<file path="src/hdl/mu8_pkg.sv">
// Package for the modified UTF-8 to UTF-16 decoder.
// Holds the sequence phase type, the result record and queue sizing.
// Depends on nothing; every file of the block but mu8_if imports it.
package mu8_pkg;

  localparam int COUNT_WIDTH_DEFAULT = 16;

  // Result queue between the byte classifier and the output stage.
  localparam int Q_DEPTH = 8;
  localparam int Q_AW    = $clog2(Q_DEPTH);

  // The classifier has three result slots per byte: a broken sequence, a
  // fresh or completed character and an end-of-string flush. No byte fills
  // more than two of them, but the queue keeps room for all three.
  localparam int MAX_PUSH = 3;

  typedef enum logic [1:0] {
    PH_IDLE,
    PH_TWO_LEAD,
    PH_THREE_LEAD,
    PH_THREE_MID
  } mu8_phase_t;

  typedef struct packed {
    logic [15:0] code_unit;
    logic [1:0]  bytes_used;
    logic        invalid_seq;
    logic        last_char;
  } mu8_unit_t;

  typedef struct packed {
    logic [1:0]                 n;
    mu8_unit_t [MAX_PUSH-1:0]   unit;
  } mu8_push_t;

endpackage

</file>
<file path="src/hdl/mu8_if.sv">
// Valid/ready channel interfaces of the decoder: byte input and result output.
// Depends on nothing.
interface mu8_in_if;
  logic       valid;
  logic       ready;
  logic [7:0] data_byte;
  logic       end_of_string;

  modport source (output valid, data_byte, end_of_string, input ready);
  modport sink   (input valid, data_byte, end_of_string, output ready);
endinterface

interface mu8_out_if;
  logic        valid;
  logic        ready;
  logic [15:0] code_unit;
  logic [1:0]  bytes_used;
  logic        invalid_seq;
  logic [15:0] char_count;
  logic        last_char;

  modport source (output valid, code_unit, bytes_used, invalid_seq, char_count, last_char,
                  input ready);
  modport sink   (input valid, code_unit, bytes_used, invalid_seq, char_count, last_char,
                  output ready);
endinterface

</file>
<file path="src/hdl/mu8_front.sv">
// Byte classifier: tracks the sequence phase and turns each byte into up to
// two results for the queue. Depends on mu8_pkg and mu8_if.
module mu8_front (
  input  logic              clk,
  input  logic              rst_n,
  mu8_in_if.sink            in_ch,
  input  logic              room,
  output mu8_pkg::mu8_push_t push
);
  import mu8_pkg::*;

  mu8_phase_t phase_r, phase_nxt, phase_mid;
  logic [9:0] pv_r, pv_nxt, pv_mid;

  logic [7:0] c;
  logic       eos, accept, cont, lead2, lead3;

  assign c      = in_ch.data_byte;
  assign eos    = in_ch.end_of_string;
  assign accept = in_ch.valid && room;
  assign cont   = (c[7:6] == 2'b10);
  assign lead2  = (c[7:5] == 3'b110);
  assign lead3  = (c[7:4] == 4'b1110);
  assign in_ch.ready = room;

  // Phase after the byte, before any end-of-string flush.
  always_comb begin
    logic fresh;
    fresh     = 1'b0;
    phase_mid = PH_IDLE;
    pv_mid    = pv_r;
    case (phase_r)
      PH_IDLE: fresh = 1'b1;
      PH_TWO_LEAD: fresh = !cont;
      PH_THREE_LEAD: begin
        if (cont) begin
          phase_mid = PH_THREE_MID;
          pv_mid    = {pv_r[3:0], c[5:0]};
        end else begin
          fresh = 1'b1;
        end
      end
      PH_THREE_MID: fresh = !cont;
      default: fresh = 1'b1;
    endcase
    if (fresh) begin
      if (lead2) begin
        phase_mid = PH_TWO_LEAD;
        pv_mid    = {5'd0, c[4:0]};
      end else if (lead3) begin
        phase_mid = PH_THREE_LEAD;
        pv_mid    = {6'd0, c[3:0]};
      end
    end
  end

  // Next state: a finished string returns everything to rest.
  always_comb begin
    phase_nxt = phase_r;
    pv_nxt    = pv_r;
    if (accept) begin
      if (eos) begin
        phase_nxt = PH_IDLE;
        pv_nxt    = '0;
      end else begin
        phase_nxt = phase_mid;
        pv_nxt    = pv_mid;
      end
    end
  end

  // Outputs: slot 0 is a broken sequence, slot 1 a completed or plain
  // character, slot 2 the flush of a sequence cut off by the string's end.
  always_comb begin
    mu8_unit_t        slot [MAX_PUSH];
    logic [MAX_PUSH-1:0] sv;
    logic [1:0]       n;
    logic             fresh;

    for (int k = 0; k < MAX_PUSH; k++) slot[k] = '0;
    sv    = '0;
    fresh = 1'b0;

    case (phase_r)
      PH_IDLE: fresh = 1'b1;
      PH_TWO_LEAD: begin
        if (cont) begin
          sv[1]   = 1'b1;
          slot[1] = '{code_unit: {5'd0, pv_r[4:0], c[5:0]}, bytes_used: 2'd2,
                      invalid_seq: 1'b0, last_char: 1'b0};
        end else begin
          sv[0]   = 1'b1;
          slot[0] = '{code_unit: 16'd0, bytes_used: 2'd1, invalid_seq: 1'b1,
                      last_char: 1'b0};
          fresh   = 1'b1;
        end
      end
      PH_THREE_LEAD: begin
        if (!cont) begin
          sv[0]   = 1'b1;
          slot[0] = '{code_unit: 16'd0, bytes_used: 2'd1, invalid_seq: 1'b1,
                      last_char: 1'b0};
          fresh   = 1'b1;
        end
      end
      PH_THREE_MID: begin
        if (cont) begin
          sv[1]   = 1'b1;
          slot[1] = '{code_unit: {pv_r, c[5:0]}, bytes_used: 2'd3,
                      invalid_seq: 1'b0, last_char: 1'b0};
        end else begin
          sv[0]   = 1'b1;
          slot[0] = '{code_unit: 16'd0, bytes_used: 2'd2, invalid_seq: 1'b1,
                      last_char: 1'b0};
          fresh   = 1'b1;
        end
      end
      default: fresh = 1'b1;
    endcase

    // A fresh byte that is not a lead byte stands for itself.
    if (fresh && !lead2 && !lead3) begin
      sv[1]   = 1'b1;
      slot[1] = '{code_unit: {8'd0, c}, bytes_used: 2'd1, invalid_seq: 1'b0,
                  last_char: 1'b0};
    end

    if (eos && (phase_mid != PH_IDLE)) begin
      sv[2]   = 1'b1;
      slot[2] = '{code_unit: 16'd0,
                  bytes_used: (phase_mid == PH_THREE_MID) ? 2'd2 : 2'd1,
                  invalid_seq: 1'b1, last_char: 1'b0};
    end

    // The final result of a string carries the last-character mark.
    slot[2].last_char = eos;
    slot[1].last_char = eos && !sv[2];
    slot[0].last_char = eos && !sv[2] && !sv[1];

    push.unit = '0;
    n = 2'd0;
    for (int k = 0; k < MAX_PUSH; k++) begin
      if (sv[k]) begin
        push.unit[n] = slot[k];
        n = n + 2'd1;
      end
    end
    push.n = accept ? n : 2'd0;
  end

  always_ff @(posedge clk) begin
    if (!rst_n) begin
      phase_r <= PH_IDLE;
      pv_r    <= '0;
    end else begin
      phase_r <= phase_nxt;
      pv_r    <= pv_nxt;
    end
  end

endmodule

</file>
<file path="src/hdl/mu8_queue.sv">
// Result queue: takes up to three results a cycle while it has room, gives one a cycle while the output stage is ready.
// Depends on mu8_pkg.
module mu8_queue (
  input  logic                clk,
  input  logic                rst_n,
  input  mu8_pkg::mu8_push_t  push,
  output logic                room,
  output logic                q_valid,
  input  logic                q_ready,
  output mu8_pkg::mu8_unit_t  q_unit
);
  import mu8_pkg::*;

  mu8_unit_t     mem [Q_DEPTH];
  logic [Q_AW-1:0] wr_ptr_r, wr_ptr_nxt, rd_ptr_r, rd_ptr_nxt;
  logic [Q_AW:0]   count_r, count_nxt;
  logic            pop;

  assign q_valid = (count_r != '0);
  assign pop     = q_valid && q_ready;
  assign q_unit  = mem[rd_ptr_r];
  // Room for a worst-case byte is kept before a byte is taken.
  assign room    = (count_r <= (Q_AW+1)'(Q_DEPTH - MAX_PUSH));

  always_comb begin
    wr_ptr_nxt = wr_ptr_r + Q_AW'(push.n);
    rd_ptr_nxt = rd_ptr_r + Q_AW'(pop);
    count_nxt  = count_r + (Q_AW+1)'(push.n) - (Q_AW+1)'(pop);
  end

  always_ff @(posedge clk) begin
    for (int k = 0; k < MAX_PUSH; k++) begin
      if (2'(k) < push.n) mem[wr_ptr_r + Q_AW'(k)] <= push.unit[k];
    end
  end

  always_ff @(posedge clk) begin
    if (!rst_n) begin
      wr_ptr_r <= '0;
      rd_ptr_r <= '0;
      count_r  <= '0;
    end else begin
      wr_ptr_r <= wr_ptr_nxt;
      rd_ptr_r <= rd_ptr_nxt;
      count_r  <= count_nxt;
    end
  end

endmodule

</file>
<file path="src/hdl/mu8_back.sv">
// Output stage: numbers each character and holds it in the output register.
// Depends on mu8_pkg and mu8_if.
module mu8_back #(
  parameter int COUNT_WIDTH = mu8_pkg::COUNT_WIDTH_DEFAULT
) (
  input  logic               clk,
  input  logic               rst_n,
  input  logic               q_valid,
  output logic               q_ready,
  input  mu8_pkg::mu8_unit_t q_unit,
  mu8_out_if.source          out_ch
);
  import mu8_pkg::*;

  localparam logic [COUNT_WIDTH-1:0] COUNT_MAX = {COUNT_WIDTH{1'b1}};

  logic [COUNT_WIDTH-1:0] count_r, count_nxt, count_inc;
  logic [31:0]            count_ext;
  logic                   valid_r, valid_nxt, take;
  mu8_unit_t              unit_r;
  logic [15:0]            shown_r, shown_nxt;

  assign q_ready   = !valid_r || out_ch.ready;
  assign take      = q_valid && q_ready;
  assign count_inc = (count_r == COUNT_MAX) ? count_r : count_r + 1'b1;
  assign count_ext = 32'(count_inc);

  always_comb begin
    valid_nxt = take ? 1'b1 : (valid_r && !out_ch.ready);
    count_nxt = count_r;
    shown_nxt = shown_r;
    if (take) begin
      // The count restarts once the string's final character is out.
      count_nxt = q_unit.last_char ? '0 : count_inc;
      shown_nxt = (count_ext > 32'h0000_FFFF) ? 16'hFFFF : count_ext[15:0];
    end
  end

  always_ff @(posedge clk) begin
    if (take) unit_r <= q_unit;
    shown_r <= shown_nxt;
  end

  always_ff @(posedge clk) begin
    if (!rst_n) begin
      valid_r <= 1'b0;
      count_r <= '0;
    end else begin
      valid_r <= valid_nxt;
      count_r <= count_nxt;
    end
  end

  assign out_ch.valid       = valid_r;
  assign out_ch.code_unit   = unit_r.code_unit;
  assign out_ch.bytes_used  = unit_r.bytes_used;
  assign out_ch.invalid_seq = unit_r.invalid_seq;
  assign out_ch.char_count  = shown_r;
  assign out_ch.last_char   = unit_r.last_char;

endmodule

</file>
<file path="src/hdl/modified_utf8_to_utf16_decoder.sv">
// Top level of the modified UTF-8 to UTF-16 decoder.
// Depends on mu8_pkg, mu8_if, mu8_front, mu8_queue and mu8_back.
//
// The decoder takes one byte per request on in_ch and delivers 16-bit code
// units on out_ch. It accepts a byte in every cycle while its eight-entry
// result queue has room for three more results, and delivers one result per
// cycle from a registered output while out_ch.ready is high, so a stream that
// yields at most one character per byte runs at one byte per clock. A byte that
// breaks a sequence can yield two results, the broken sequence and the byte's
// own character or flush; the single-result output port then sets the rate, and
// in_ch.ready drops once the queue backs up. Two- and three-byte sequences
// are gathered in the classifier's phase register; broken sequences come out
// as code unit 0 with invalid_seq set. The character count is kept in the
// output stage, saturates at 2^COUNT_WIDTH-1 (shown at most as 65535) and
// restarts after the result marked last_char. A result waits in the output
// register for out_ch.ready while new bytes keep entering the queue. Reset
// is synchronous and active low; nothing needs clearing beyond the control
// registers.
module modified_utf8_to_utf16_decoder #(
  parameter int COUNT_WIDTH = mu8_pkg::COUNT_WIDTH_DEFAULT
) (
  input  logic       clk,
  input  logic       rst_n,
  mu8_in_if.sink     in_ch,
  mu8_out_if.source  out_ch
);
  import mu8_pkg::*;

  mu8_push_t push;
  mu8_unit_t q_unit;
  logic      room, q_valid, q_ready;

  // Front: classify each byte and gather multi-byte sequences.
  mu8_front u_front (
    .clk   (clk),
    .rst_n (rst_n),
    .in_ch (in_ch),
    .room  (room),
    .push  (push)
  );

  // Queue: lets the byte side and the result side stall independently.
  mu8_queue u_queue (
    .clk     (clk),
    .rst_n   (rst_n),
    .push    (push),
    .room    (room),
    .q_valid (q_valid),
    .q_ready (q_ready),
    .q_unit  (q_unit)
  );

  // Back: number the characters and drive the output register.
  mu8_back #(
    .COUNT_WIDTH (COUNT_WIDTH)
  ) u_back (
    .clk     (clk),
    .rst_n   (rst_n),
    .q_valid (q_valid),
    .q_ready (q_ready),
    .q_unit  (q_unit),
    .out_ch  (out_ch)
  );

endmodule

</file>
<file path="src/flat_wrapper.sv">
// flat-port wrapper written by rule: the top's interface ports become plain ports
module modified_utf8_to_utf16_decoder_flat import mu8_pkg::*;
#(
  parameter int COUNT_WIDTH = mu8_pkg::COUNT_WIDTH_DEFAULT
)
  (clk, rst_n, in_ch_valid, in_ch_data_byte, in_ch_end_of_string, in_ch_ready, out_ch_valid, out_ch_code_unit, out_ch_bytes_used, out_ch_invalid_seq, out_ch_char_count, out_ch_last_char, out_ch_ready);
  mu8_in_if in_ch_i ();
  mu8_out_if out_ch_i ();
  input  logic clk;
  input  logic rst_n;
  input wire logic [$bits(in_ch_i.valid)-1:0] in_ch_valid;
  input wire logic [$bits(in_ch_i.data_byte)-1:0] in_ch_data_byte;
  input wire logic [$bits(in_ch_i.end_of_string)-1:0] in_ch_end_of_string;
  output wire logic [$bits(in_ch_i.ready)-1:0] in_ch_ready;
  output wire logic [$bits(out_ch_i.valid)-1:0] out_ch_valid;
  output wire logic [$bits(out_ch_i.code_unit)-1:0] out_ch_code_unit;
  output wire logic [$bits(out_ch_i.bytes_used)-1:0] out_ch_bytes_used;
  output wire logic [$bits(out_ch_i.invalid_seq)-1:0] out_ch_invalid_seq;
  output wire logic [$bits(out_ch_i.char_count)-1:0] out_ch_char_count;
  output wire logic [$bits(out_ch_i.last_char)-1:0] out_ch_last_char;
  input wire logic [$bits(out_ch_i.ready)-1:0] out_ch_ready;
  assign in_ch_i.valid = in_ch_valid;
  assign in_ch_i.data_byte = in_ch_data_byte;
  assign in_ch_i.end_of_string = in_ch_end_of_string;
  assign in_ch_ready = in_ch_i.ready;
  assign out_ch_valid = out_ch_i.valid;
  assign out_ch_code_unit = out_ch_i.code_unit;
  assign out_ch_bytes_used = out_ch_i.bytes_used;
  assign out_ch_invalid_seq = out_ch_i.invalid_seq;
  assign out_ch_char_count = out_ch_i.char_count;
  assign out_ch_last_char = out_ch_i.last_char;
  assign out_ch_i.ready = out_ch_ready;
  modified_utf8_to_utf16_decoder #(.COUNT_WIDTH(COUNT_WIDTH)) u_core (.clk(clk), .rst_n(rst_n), .in_ch(in_ch_i), .out_ch(out_ch_i));
endmodule
</file>
<file path="config.mk">
export PLATFORM = sky130hd
export DESIGN_NAME = modified_utf8_to_utf16_decoder_flat
export DESIGN_NICKNAME = d
export VERILOG_FILES = /design/src/hdl/mu8_pkg.sv /design/src/hdl/mu8_if.sv /design/src/hdl/mu8_front.sv /design/src/hdl/mu8_queue.sv /design/src/hdl/mu8_back.sv /design/src/hdl/modified_utf8_to_utf16_decoder.sv /design/src/flat_wrapper.sv
export SDC_FILE = /design/constraint.sdc
export NUM_CORES = 1
export LEC_CHECK = 0
export ABC_CLOCK_PERIOD_IN_PS = 5500
export BUFFER_PORTS_ARGS = -buffer_cell sky130_fd_sc_hd__buf_4
export CORE_MARGIN = 2
export CORE_UTILIZATION = 50
export CTS_CLUSTER_DIAMETER = 120
export DETAILED_ROUTE_END_ITERATION = 6
export PLACE_DENSITY = 0.72
export SYNTH_ARGS = -nofsm -noshare
export SYNTH_HDL_FRONTEND = slang
export SYNTH_SLANG_ARGS = --single-unit
</file>
<file path="constraint.sdc">
create_clock -name clk -period 5.5 [get_ports clk]
set_input_delay 0.275 -clock clk [delete_from_list [all_inputs] [get_ports clk]]
set_output_delay 0.275 -clock clk [all_outputs]
set_load 0.01 [all_outputs]
</file>
; ---- Yosys cells after proc, flatten, opt, wreduce, memory -nomap -nowiden
; Memory sizes are Yosys's and may differ from the RTL's. A register that Yosys moved wholly into a read port is not among the register bits.
; Index checks and enable logic that the tools add are counted.
; Widths: inputs -> output; s select.
[classes]
addsub = 9
order_cmp = 9
n_eq_ne = 8
muxes = 55
n_reduce_logical = 25
[ops]
columns = operator, n
row1 = $bwmux 60, 2
row2 = $mux 20, 6
row3 = $mux 60, 2
row4 = $demux 20 s2, 2
row5 = $pmux 20 s2, 2
row6 = $mux 10, 6
row7 = $mux 16, 2
row8 = $mux 2, 10
row9 = $reduce_or 20->1, 1
row10 = $add 16x1->16 const B, 1
row11 = $eq 16x16->1 const B, 1
row12 = $gt 16x16->1 const B, 1
row13 = $mux 1, 15
row14 = $mux 15, 1
row15 = $logic_and 1x1->1, 10
row16 = $mux 3, 3
row17 = $eq 2x2->1 const B, 4
row18 = $mux 4, 2
row19 = $logic_not 1->1, 7
row20 = $lt 2x3->1 const B, 2
row21 = $add 2x1->2 const B, 2
row22 = $add 4x2->4, 1
row23 = $eq 4x4->1 const B, 1
row24 = $ge 2x1->1 const B, 2
row25 = other kinds (18), 20
[totals]
ff_bits = 75
ramBits = 160
input_bits = 13
out_inout_bits = 38
wordCells = 119
n_memories = 1
[memory_table]
columns = memory, depth, word_bits, rd, rd_ports_with_merged_regs, wr, line_no
row1 = u_core.u_queue.mem, 8, 20, 1, 1, 2, mu8_queue.sv:14  ; mu8_unit_t mem [Q_DEPTH];

; ---- Logic depth before layout (Yosys ltp)
; Gate-level depths: netlist (run 1).
[logic_depth]
depth_word = 18
mapped_depth = 18
ltp_nobuf = 16

; ---- By module
; From an unflattened synthesis (run 1), not the netlist that was laid out.
[hier_totals]
hier_cells = 1606
hier_area_um2 = 15197.1
[by_module_without_submodules]
columns = mod, instances, cells_each, area_per_inst_um2, seq_area_each_um2
row1 = mu8_queue, 1, 1212, 11417.2, 5004.8
row2 = mu8_back, 1, 202, 2379.8, 1421.4
row3 = mu8_front, 1, 192, 1400.1, 240.2

; ---- Worst setup path after synthesis (run 1)
; Ideal clock, no wire load.
[synth_timing]
path_kind = reg2reg
from = register u_core.u_front.phase_r[0]
to = memory u_core.u_queue.mem[3][0] (netlist bit) (enable)
setup_time_ns = 0.454
arrival_time_ns = 4.543
required_ns = 5.046
setup_slack_ns = 0.503
path_stages_with_launch = 11
path_buffers = 2
synth_period_minus_slack_ns = 4.997
path_cell_list = dfxtp_1 -> inv_1 -> ha_1 -> or4_1 -> clkbuf_1 -> o21a_1 -> a21o_1 -> buf_6 -> nand2_1 -> mux4_2 -> o41ai_1
[synth_rtl]
columns = element, line_no
row1 = start: declaration, mu8_front.sv:12  ; mu8_phase_t phase_r, phase_nxt, phase_mid;
row2 = start signal: assignment, mu8_front.sv:156  ; phase_r <= phase_nxt;
row3 = end: declaration, mu8_queue.sv:14

==> summary.md, run 1 <==
| Metric | Value |
|---|---|
| Fill cell total of the finished layout | `1914` |
| Core area | `0.02326 mm²` |
| Starting Density | `50.61%` |
| CTS root buf | `clkbuf_16` |
| Mapped Cells | `896` |
| Post-CTS Setup Bufs | `0` |
| Clock Path Buffers | `3` |
| Seq/Total Area, Yosys | `56.62%` |
| Pins Over Slew Limit | `0` |
| Worst-path maximum fanout | `17` |
| Final WS setup | `1328 ps` |
| DP HPWL | `17020 µm` |
| Max Clk Rate | `239.7 MHz` |
| Outcome | `complete, no violations` |
| DRT Wirelength | `26340 µm` |
| Share of cells above drive strength 1 | `22.01%` |
| Util after Layout | `57.24%` |
| Tcrit/Tclk final | `75.86%` |
| Yosys warning count | `0` |
| DR vias/cell | `5.881` |
| Die height | `157.5 µm` |
| Initial antenna violation count | `0` |
| Vias post-DR | `7539` |
| Ys flop type | `edfxtp_1` |
| Setup violations, final | `0` |
| Clock Skews | `13.97 ps` |
| Area occupied by multi-input gates | `0.004827 mm²` |
| Port bufs | `50` |
| Largest net degree at the start of global routing | `42` |
| Register bit total from synthesis | `235` |
| Fin crit period | `4172 ps` |
| First-pass GRT wire length | `41230 µm` |
| CTS tree | `yes` |
| Setup TNS | `0 ps` |
| Final net count | `982` |
| H-tree levels | `1` |
| Yosys cell types | `69` |
| Total track usage | `21.77%` |
| Synthesis-to-finish area growth | `13.09%` |
| CTS buffer count | `25` |
| GRT Residual Overflow | `0` |
| Worst slew pin tran | `1065 ps` |
| Critical Path, Cell by Cell | `inv_1 -> ha_1 -> nor3_1 -> o21ai_0 -> inv_1 -> ha_1 -> nor2_1 -> nand3_1 -> nand2b_1 -> a32oi_4 -> nand3_1 -> mux2i_1` |
| Die width | `157.5 µm` |
| Top Ports | `51` |
| Rows | `56` |
| WP data required | `5840 ps` |
| Number of global-route vias before repair | `7336` |
| Clk_lat worst skew | `520 ps` |
| Hold Fails Final Rpt | `0` |
| DRT Pass-1 Iters | `5` |
| HP Class | `input pin to flip-flop` |
| GPL Wtd Cong | `0.9682` |
| Diode count | `0` |
| Post-synthesis cell area | `0.01177 mm²` |
| Seq. cell area | `0.006669 mm²` |
| Die area | `0.02479 mm²` |
| Avg Inst Size Synth | `13.14 µm²` |
| PD cells | `403.7 mW/mm²` |
| Synth Net Count | `933` |
| Cts repair resizes | `0` |
| Relative slew slack | `28.97%` |
| CP max stage delay | `850 ps` |
| Setup repair after global routing missed its margin | `false` |
| Worst setup EP type | `flip-flop` |
| Crit path launch type | `flip-flop` |
| Async SR Flop Fraction | `0%` |
| DR iter-0 viols | `566` |
| DR WL/cell | `20.55 µm` |
| Clock sink count | `235` |
| Slowest CP cell | `a32oi_4` |
| Max-cap violations | `0` |
| DRC Markers | `0` |
| Post-route antenna net violation count | `0` |
| Crit path DAT | `4520 ps` |
| WS Path Type | `flip-flop to flip-flop` |
| Leakage | `4.912 nW` |
| Setup WS pre-CTS | `1415 ps` |
| EDFF count, synth | `196` |
| VDD IR max | `0.2923 mV` |
| Reg clk slew, reported paths | `60 ps` |
[final cells by class]
cell class / count / area share [%]
Multi-Input combinational cell: 586 / 36.25
Tap cell: 319 / 2.998
Inverter: 23 / 0.6484
Clock inverter: 19 / 1.099
Sequential cell: 235 / 50.08
Clock buffer: 26 / 4.727
Timing Repair Buffer: 74 / 4.191
[flip-flops by register name (all words and copies together) (netlist names)]
signal and flops:
u_core.u_queue.mem 160, u_core.u_back.count_r 16, u_core.u_back.out_ch.char_count 16, u_core.u_back.out_ch.code_unit 16
u_core.u_front.pv_r 10, u_core.u_queue.count_r 4, u_core.u_queue.rd_ptr_r 3, u_core.u_queue.wr_ptr_r 3
u_core.u_back.out_ch.bytes_used 2, u_core.u_front.phase_r 2, u_core.u_back.out_ch.invalid_seq 1, u_core.u_back.out_ch.last_char 1
u_core.u_back.out_ch.valid 1
[stage by stage]
step / power, mW / instance area [µm²] / hold WS [ps] / cells
after floorplan: 3.326 / 11770 / 436.6 / 896
after global placement: 3.804 / 12530 / 453.9 / 1236
after detailed placement: 3.834 / 12530 / 463.3 / 1236
after CTS: 5.431 / 13320 / 62.02 / 1282
after global routing: 5.643 / 13320 / 69.51 / 1282
final: 5.375 / 13320 / 77.99 / 1282
[synth_stat cells, types with 4 or more instances]
cell	count	share of area [%]
a21boi_1	5	0.32
a21oi_1	29	1.2
a22oi_1	7	0.45
a31oi_1	11	0.58
and2_1	8	0.43
and3_1	10	0.53
buf_2	10	0.43
buf_4	7	0.45
clkbuf_1	32	1.0
dfxtp_1	39	6.6
edfxtp_1	196	50
ha_1	22	2.3
inv_1	21	0.67
mux2_2	22	2.1
mux2i_1	98	8.3
mux4_2	41	7.8
nand2_1	50	1.6
nand2b_1	5	0.27
nand3_1	29	1.2
nand3_2	7	0.60
nand4_1	5	0.27
nor2_1	94	3.0
nor2b_1	4	0.21
nor3_1	14	0.60
nor3b_1	6	0.38
o21ai_0	24	1.0
o21ai_2	5	0.37
o21bai_1	4	0.26
o31ai_1	4	0.26
or3_1	7	0.37
xnor2_1	13	0.97
xor2_1	8	0.60
[per-layer routing]
metal  wire length, µm  track usage [%]  vias up
li1                  -                -     3512
met5                 0                0        -
met1             11370            29.18     3700
met3              1658            3.249       50
met4               660            7.229        0
met2             12650            36.54      277
[what timing repair did]
| action | in CTS | in global routing |
|---|---|---|
| hold endpoints to repair | 1 | 0 |
| endpoints found under the setup margin | 0 | 0 |
| hold buffers | 1 | 0 |
[kinds of logic (layout without fill, tap and decap cells)]
logic type,after synthesis,count (layout),synth area share [%]
and+or+nand+nor,252,252,10.52
DFF,235,235,56.62
muxes,161,161,18.28
AOI/OAI and AO/OA,128,128,7.492
buffers and inverters,75,142,2.848
adders and majority gates,24,24,2.678
xor gates and xnor gates,21,21,1.562
[power breakdown]
| group | leakage [nW] | internal [mW] | switching, mW |
|---|---|---|---|
| sequential | 2.16 | 2.25 | 0.0978 |
| combinational | 2.37 | 0.672 | 0.759 |
| clock | 0.385 | 0.923 | 0.676 |
[worst paths after layout]
kind	slack, ps	from	end	cells past startpoint
setup / recovery	1330	u_core.u_front.phase_r[0]	u_core.u_queue.mem[2][6]	12
setup reg to reg	1330	u_core.u_front.phase_r[0]	u_core.u_queue.mem[2][6]	12
hold / removal	80	in_ch_data_byte[0]	u_core.u_front.pv_r[0]	3
hold reg to reg	470	u_core.u_back.count_r[7]	u_core.u_back.count_r[7]	1
[critical path, delay by kind of cell, from the launching register on]
kind | cells | cell delay, ps
AOI/OAI and AO/OA | 2 | 1160
adders and majority gates | 2 | 910
buffers and inverters | 2 | 240
DFF | 1 | 330
muxes | 1 | 260
and+or+nand+nor | 5 | 1070
[cell usage in the layout, fill, tap and decap left out, drive strengths merged, types with 7 or more instances in the layout]
cell	synthesis	layout
nor3	14	14
ha	22	22
xnor2	13	13
a22oi	7	7
edfxtp	196	196
o21ai	30	30
mux2i	98	98
mux2	22	22
a31oi	11	11
and2	9	9
clkinv	2	17
inv	21	22
nand2	51	51
a21oi	32	32
a21boi	9	9
buf	20	73
xor2	8	8
clkbuf	32	26
nor2	94	94
dfxtp	39	39
or3	7	7
and3	10	10
mux4	41	41
nor3b	7	7
nand3	38	38
No activity file was read; power rests on OpenSTA's default activity.
==> inputs of run 2 (changes only) <==
--- a/config.mk
+++ b/config.mk
@@ -5,13 +5,14 @@
 export SDC_FILE = /design/constraint.sdc
 export NUM_CORES = 1
 export LEC_CHECK = 0
-export ABC_CLOCK_PERIOD_IN_PS = 5500
+export ABC_AREA = 1
+export ABC_CLOCK_PERIOD_IN_PS = 3780
 export BUFFER_PORTS_ARGS = -buffer_cell sky130_fd_sc_hd__buf_4
 export CORE_MARGIN = 2
 export CORE_UTILIZATION = 50
 export CTS_CLUSTER_DIAMETER = 120
 export DETAILED_ROUTE_END_ITERATION = 6
-export PLACE_DENSITY = 0.72
+export PLACE_DENSITY = 0.74
 export SYNTH_ARGS = -nofsm -noshare
 export SYNTH_HDL_FRONTEND = slang
 export SYNTH_SLANG_ARGS = --single-unit
==> constraint.sdc (replaced) <==
create_clock -name clk -period 3.78 [get_ports clk]
set_input_delay 0.189 -clock clk [delete_from_list [all_inputs] [get_ports clk]]
set_output_delay 0.189 -clock clk [all_outputs]
set_load 0.01 [all_outputs]
==> run 2 against run 1 <==
Net effect:
- global-route usage grew 2.0 points
- worst hold slack got worse by 46 ps
- core utilization shrank 0.84 points
- via count up 24%
- first-iteration DRC count rose by 78%
- clock power rose by 40%
- register-to-register slack lost 860 ps
- flip-flop and latch count stayed put
- design area is 1.2% lower
- total power up 50%
- combinational power is 64% higher
- sequential share of layout area up 0.58 points
- critical endpoint is now u_core.u_queue.mem[1][7]
==> summary.md, run 2 <==
| Metric | Value |
|---|---|
| DRT Wirelength | `28930 µm` |
| Largest net degree at the start of global routing | `62` |
| Core area | `0.02333 mm²` |
| Worst-path maximum fanout | `20` |
| Most common cell after layout, fill and taps aside | `nand2_1` |
| Number of global-route vias before repair | `8817` |
| Critical Path, Cell by Cell | `inv_1 -> ha_1 -> nor2_2 -> inv_1 -> ha_1 -> nand3_2 -> nand2_1 -> nor2_2 -> nand2_2 -> nand2_1 -> nand2_1 -> nand3_1 -> nand2_1 -> buf_4` |
| Worst slew pin tran | `1134 ps` |
| DRT Pass-1 Iters | `5` |
| Post-synthesis cell area | `0.01181 mm²` |
| Clock Path Buffers | `3` |
| Reg clk slew, reported paths | `60 ps` |
| Setup TNS | `0 ps` |
| Diode count | `0` |
| Max-cap violations | `0` |
| Setup WS pre-CTS | `560.2 ps` |
| Fin crit period | `3309 ps` |
| Setup violations, final | `0` |
| GPL Wtd Cong | `0.9276` |
| Ys flop type | `edfxtp_1` |
| PD cells | `614.0 mW/mm²` |
| DR vias/cell | `5.604` |
| Mapped Cells | `1290` |
| Rows | `56` |
| Clk_lat worst skew | `530 ps` |
| Leakage | `5.292 nW` |
| VDD IR max | `0.6357 mV` |
| DR WL/cell | `17.39 µm` |
| Share of cells above drive strength 1 | `11.98%` |
| Crit path DAT | `3490 ps` |
| Clock sink count | `235` |
| First-pass GRT wire length | `46260 µm` |
| Yosys cell types | `43` |
| Area leader, netlist | `edfxtp_1` |
| Worst setup EP type | `flip-flop` |
| Slowest CP cell | `dfxtp_1` |
| Top cell type's share of synthesized area | `49.86%` |
| Hold Fails Final Rpt | `0` |
| Final WS setup | `471.1 ps` |
| CP dominant cell by count | `nand2_1` |
| Crit path launch type | `flip-flop` |
| Port bufs | `50` |
| CP max stage delay | `380 ps` |
| Top reg by flops | `u_core.u_queue.mem` |
| Area contributors post-synth | `edfxtp_1 (50%), nand2_1 (7.6%), nor2_1 (7.6%), dfxtp_1 (6.6%), o21ai_0 (4.3%)` |
| Vias post-DR | `9319` |
| DRC Markers | `0` |
| GRT Residual Overflow | `0` |
| Setup repair after global routing missed its margin | `false` |
| Fill cell total of the finished layout | `1994` |
| Tcrit/Tclk final | `87.54%` |
| CTS root buf | `clkbuf_16` |
| Top post-synthesis cells by count | `nand2_1 (240), nor2_1 (238), edfxtp_1 (196), o21ai_0 (102), nand3_1 (88)` |
| Die area | `0.02486 mm²` |
| Max Clk Rate | `302.2 MHz` |
| Seq/Total Area, Yosys | `56.47%` |
| Die width | `157.7 µm` |
| Starting Density | `50.60%` |
| Initial antenna violation count | `0` |
| Yosys warning count | `0` |
| DP HPWL | `18800 µm` |
| EDFF count, synth | `196` |
| DR iter-0 viols | `1007` |
| WS Path Type | `flip-flop to flip-flop` |
| CTS buffer count | `25` |
| Clock Skews | `22.51 ps` |
| Post-route antenna net violation count | `0` |
| HP Class | `input pin to flip-flop` |
| Async SR Flop Fraction | `0%` |
| Register bit total from synthesis | `235` |
| Max reg flops | `160` |
| Most frequent cells in the layout | `nand2_1 (240), nor2_1 (238), edfxtp_1 (196), o21ai_0 (102), nand3_1 (88)` |
| H-tree levels | `1` |
| Outcome | `complete, no violations` |
| Final net count | `1363` |
| Synthesis-to-finish area growth | `11.48%` |
| Relative slew slack | `23.79%` |
| Synth Net Count | `1327` |
| WP data required | `3960 ps` |
| CTS tree | `yes` |
| Pins Over Slew Limit | `0` |
| Most frequent cell after synthesis | `nand2_1` |
| Top Ports | `51` |
| Cts repair resizes | `0` |
| Die height | `157.7 µm` |
| Total track usage | `23.80%` |
| Avg Inst Size Synth | `9.151 µm²` |
## run 2: changes by cell type after synthesis, sizes merged, moves of 10 or more
cell,delta
and3,-10
buf,+13
inv,+64
mux2,-21
mux2i,-98
mux4,-41
nand2,+200
nand3,+52
nand4,+12
nor2,+151
o21ai,+123
o22ai,+18
## run 2: final cells by class
cell class / instances / area, µm² / share of cell area, %
flip-flops and latches: 235 / 6668 / 50.67
multi-input cells: 899 / 4424 / 33.62
clock buffers: 32 / 671.9 / 5.106
repair buffers: 79 / 600.6 / 4.564
well taps: 319 / 399.1 / 3.033
inverters: 86 / 322.8 / 2.453
clock inverters: 13 / 73.82 / 0.5609
## run 2: timing repair
| action | in CTS | in global routing |
|---|---|---|
| endpoints found under the hold margin | 9 | 0 |
| buffers inserted | 0 | 0 |
| hold buffers | 3 | 0 |
| setup endpoints to repair | 0 | 0 |
## run 2: worst paths after layout
path         cells after the start                 startpoint                        to  slack [ps]
min reg2reg                      2     u_core.u_front.pv_r[0]    u_core.u_front.pv_r[0]         460
max reg2reg                     14  u_core.u_front.phase_r[0]  u_core.u_queue.mem[1][7]         470
max                             14  u_core.u_front.phase_r[0]  u_core.u_queue.mem[1][7]         470
min                              3         in_ch_data_byte[5]    u_core.u_front.pv_r[5]          30
## run 2: power by group
group	total [mW]	internal, mW	leakage [nW]	switching, mW
sequential	3.50	3.32	2.12	0.187
combinational	2.34	0.815	2.80	1.52
clock	2.24	1.26	0.373	0.983
## run 2: logic make-up (layout without fill, tap and decap cells)
| logic type | count (synthesis) | count (layout) | share of synthesized area, % |
|---|---|---|---|
| multiplexers | 1 | 1 | 0.09538 |
| adder cells (fa/ha/maj) | 24 | 24 | 2.671 |
| AND/OR/NAND/NOR | 623 | 623 | 22.78 |
| XOR/XNOR | 16 | 16 | 1.187 |
| flip-flops | 235 | 235 | 56.47 |
| buffers and inverters | 156 | 210 | 6.052 |
| AO/OA/AOI/OAI | 235 | 235 | 10.75 |
## run 2: layer usage
metal / GRT usage [%] / vias to the layer above / part of all wire (%)
li1: - / 4480 / -
met1: 32.66 / 4330 / 42
met2: 39.57 / 443 / 47
met3: 3.559 / 66 / 8.8
met4: 6.623 / 0 / 2.5
met5: 0 / - / 0
## run 2: metrics by stage
stage | util (%) | cells | hold slack [ps] | cell area [µm²] | total power, mW
final | 56.40 | 1663 | 31.84 | 13160 | 8.080
after global routing | 56.40 | 1663 | 57.30 | 13160 | 8.518
after CTS | 56.40 | 1663 | 16.06 | 13160 | 8.116
after detailed placement | 53.08 | 1615 | 459.3 | 12380 | 5.890
after global placement | 53.08 | 1615 | 454.7 | 12380 | 5.813
after floorplan | - | 1290 | 364.8 | 11810 | 4.985
## run 2: worst max-delay path: cells and delay by family (launching register included)
family,cells,cell delay [ps]
AND/OR/NAND/NOR,9,1260
buffers and inverters,3,670
adder cells (fa/ha/maj),2,620
flip-flops,1,380
==> inputs of run 3 (changes only) <==
--- a/config.mk
+++ b/config.mk
@@ -15,4 +15,5 @@
 export PLACE_DENSITY = 0.74
 export SYNTH_ARGS = -nofsm -noshare
 export SYNTH_HDL_FRONTEND = slang
+export SYNTH_HIERARCHICAL = 1
 export SYNTH_SLANG_ARGS = --single-unit
==> run 3 against run 2 <==
Net effect:
- non-clock buffer count grew 32
- total power grew 15%
- register-to-register slack gained 40 ps
- cell count grew 45%
- first-iteration DRC count grew 120%
- synthesized cell count grew 57%
- worst hold slack gained 6.9 ps
- the run now ends with DRC left
- clock skew shrank 14 ps
- critical path depth grew 5
==> summary.md, run 3 <==
| Metric | Value |
|---|---|
| Outcome | `finished, violations left` |
| Failing checks | `DRC` |
| DR WL/cell | `20.27 µm` |
| WP data required | `3990 ps` |
| Post-route antenna net violation count | `0` |
| Vias post-DR | `14677` |
| Hold Fails Final Rpt | `0` |
| Setup TNS | `0 ps` |
| Top cell type's share of synthesized area | `38.94%` |
| HP Class | `input pin to flip-flop` |
| Top post-synthesis cells by count | `nand2_1 (654), nand3_1 (210), edfxtp_1 (196), nor2_1 (196), nand4_1 (167)` |
| Worst setup EP type | `flip-flop` |
| EDFF count, synth | `196` |
| Placed Area | `0.01549 mm²` |
| Clock sink count | `235` |
| Most frequent cell after synthesis | `nand2_1` |
| Largest net degree at the start of global routing | `75` |
| Final WS setup | `510.8 ps` |
| Cell total after placement | `2360` |
| CTS root buf | `clkbuf_16` |
| Rows | `63` |
| Most common cell after layout, fill and taps aside | `nand2_1` |
| First-pass GRT wire length | `75250 µm` |
| Register bit total from synthesis | `235` |
| DRC Markers | `1` |
| Top reg by flops | `u_core/u_queue/mem` |
| Setup violations, final | `0` |
| Seq/Total Area, Yosys | `44.10%` |
| Post-CTS Hold Fix Bufs | `5` |
| CTS tree | `yes` |
| Sw Pwr | `3.492 mW` |
| Relative slew slack | `19.27%` |
| H-tree levels | `1` |
| Avg Inst Size Synth | `7.465 µm²` |
| Setup WS pre-CTS | `584.4 ps` |
| Clock Skews | `8.943 ps` |
| Int Pwr | `5.794 mW` |
| Cts repair resizes | `0` |
| Post-Synth XOR/XNOR Area | `0.4056%` |
| Final Cell Area | `0.01641 mm²` |
| Synth Area in Adders | `1.755%` |
| Diode count | `0` |
| Simple logic cell fraction of the synthesized area | `37.88%` |
| Die height | `177.9 µm` |
| Clk_lat worst skew | `530 ps` |
| Final net count | `2037` |
| Yosys warning count | `6` |
| Clock share of power | `28.2%` |
| Flop pwr share | `37.8%` |
| PD cells | `565.9 mW/mm²` |
| Worst slew pin tran | `1206 ps` |
| Die width | `177.9 µm` |
| Worst hold slack | `38.74 ps` |
| VDD IR max | `0.3777 mV` |
| Max Clk Rate | `305.9 MHz` |
| Yosys cell types | `40` |
| Number of global-route vias before repair | `13840` |
| Combinational power share | `34.0%` |
| Post-CTS Setup Bufs | `0` |
| DR iter-0 viols | `2262` |
| Leakage | `7.314 nW` |
| Post-synthesis mux area share | `0%` |
| Top Ports | `51` |
| Switching share of total power | `37.61%` |
| DRT Wirelength | `48860 µm` |
| Ys flop type | `edfxtp_1` |
| Compound-cell area share of the yosys netlist | `5.794%` |
| Area contributors post-synth | `edfxtp_1 (39%), nand2_1 (16%), nand3_1 (7.0%), nand4_1 (6.9%), dfxtp_1 (5.2%)` |
| Crit path launch type | `flip-flop` |
| Initial antenna violation count | `0` |
| GRT Residual Overflow | `0` |
| Total track usage | `30.81%` |
| DR vias/cell | `6.088` |
| Final instance count without filler cells | `2411` |
| Main combinational cell family by area after synthesis | `simple AND/OR/NAND/NOR gates` |
| Fill cell total of the finished layout | `2681` |
| Worst-path maximum fanout | `11` |
| Mapped Cells | `2025` |
| Fin crit period | `3269 ps` |
| Tcrit/Tclk final | `86.49%` |
| CTS buffer count | `27` |
| GPL Wtd Cong | `0.9364` |
| Starting Density | `50.87%` |
| Clock Path Buffers | `3` |
| Most frequent cells in the layout | `nand2_1 (654), nand3_1 (210), nor2_1 (196), edfxtp_1 (196), nand4_1 (167)` |
| DRT Pass-1 Iters | `7` |
| Reg clk slew, reported paths | `60 ps` |
| Area leader, netlist | `edfxtp_1` |
| Crit path DAT | `3480 ps` |
| Async SR Flop Fraction | `0%` |
| Pins Over Slew Limit | `0` |
| Synthesis-to-finish area growth | `8.559%` |
| Core area | `0.02972 mm²` |
| DP HPWL | `30220 µm` |
| Post-synthesis cell area | `0.01512 mm²` |
| Setup repair after global routing missed its margin | `false` |
| Share of cells above drive strength 1 | `10.84%` |
| Die area | `0.03164 mm²` |
| Max-cap violations | `0` |
| WS Path Type | `flip-flop to flip-flop` |
| Max reg flops | `160` |
| Port bufs | `50` |
run 3: cell types whose count changed after synthesis, sizes merged, moves of 5 or more:
cell and change:
a31oi -19, nor2 -39, or2 +8, xor2 -5, buf +116, o21ai -20
nand3 +125, o22ai -21, nand2 +421, inv +40, nand4 +150
run 3: cells by family (layout without fill, tap and decap cells):
family	Yosys count	after routing
other	1	24
adder cells (fa/ha/maj)	20	20
buffers and inverters	310	283
AO/OA/AOI/OAI	169	169
XOR/XNOR	7	7
flip-flops	235	235
AND/OR/NAND/NOR	1283	1283
run 3: per-stage QoR:
stage                     utilization (%)  power (mW)
after global routing                55.22       9.770
final                               55.22       9.286
after global placement              52.14       6.556
after detailed placement            52.14       6.628
after floorplan                         -       5.559
after CTS                           55.22       9.231
run 3: per-layer routing:
metal	track usage [%]	wire (µm)
met3	7.005	6936
met1	42.21	18670
met4	15.95	2340
met5	0	0
met2	45.56	20920
run 3: worst max-delay path, stage by stage, from the launching register on:
cell     delay (ps)
dfxtp_1         390
inv_1           100
ha_1            200
nor2_2          200
nand2_1          70
nand2_1          90
nand2_2          90
nand2_1         120
nand2_2          70
nand2_4         100
nand2_4          80
nand2_1          70
nand2_1          50
nor2_1          100
buf_4           130
nand2_1          50
inv_1           180
nand3_1         340
nand3_1         230
buf_4           280
run 3: worst paths after layout:
| kind | cells past startpoint | slack, ps | end | startpoint |
|---|---|---|---|---|
| worst max-delay path | 19 | 510 | u_core/u_queue/mem[3][1] | u_core/u_front/phase_r[1] |
| worst min-delay path | 4 | 40 | u_core/u_back/out_ch.valid | out_ch_ready |
| worst max register to register | 19 | 510 | u_core/u_queue/mem[3][1] | u_core/u_front/phase_r[1] |
| worst min register to register | 2 | 490 | u_core/u_front/pv_r[4] | u_core/u_front/pv_r[4] |
run 3: final cells by class:
class                   count  area, µm²  share of cell area [%]
multi-input cells        1503       7025                   42.81
flip-flops and latches    235       6669                   40.64
repair buffers            111      883.3                   5.383
clock buffers              32      694.4                   4.232
well taps                 390      488.0                   2.974
inverters                 126      478.0                   2.913
clock inverters            14      171.4                   1.045
run 3: power by group through the flow:
stage	logic [mW]	clock network, mW	registers, mW
4_1_cts	3.08	2.64	3.51
2_1_floorplan	1.97	0	3.59
6_report	3.16	2.62	3.51
5_1_grt	3.48	2.75	3.54
3_5_place_dp	3.07	0	3.56
3_3_place_gp	3.01	0	3.54
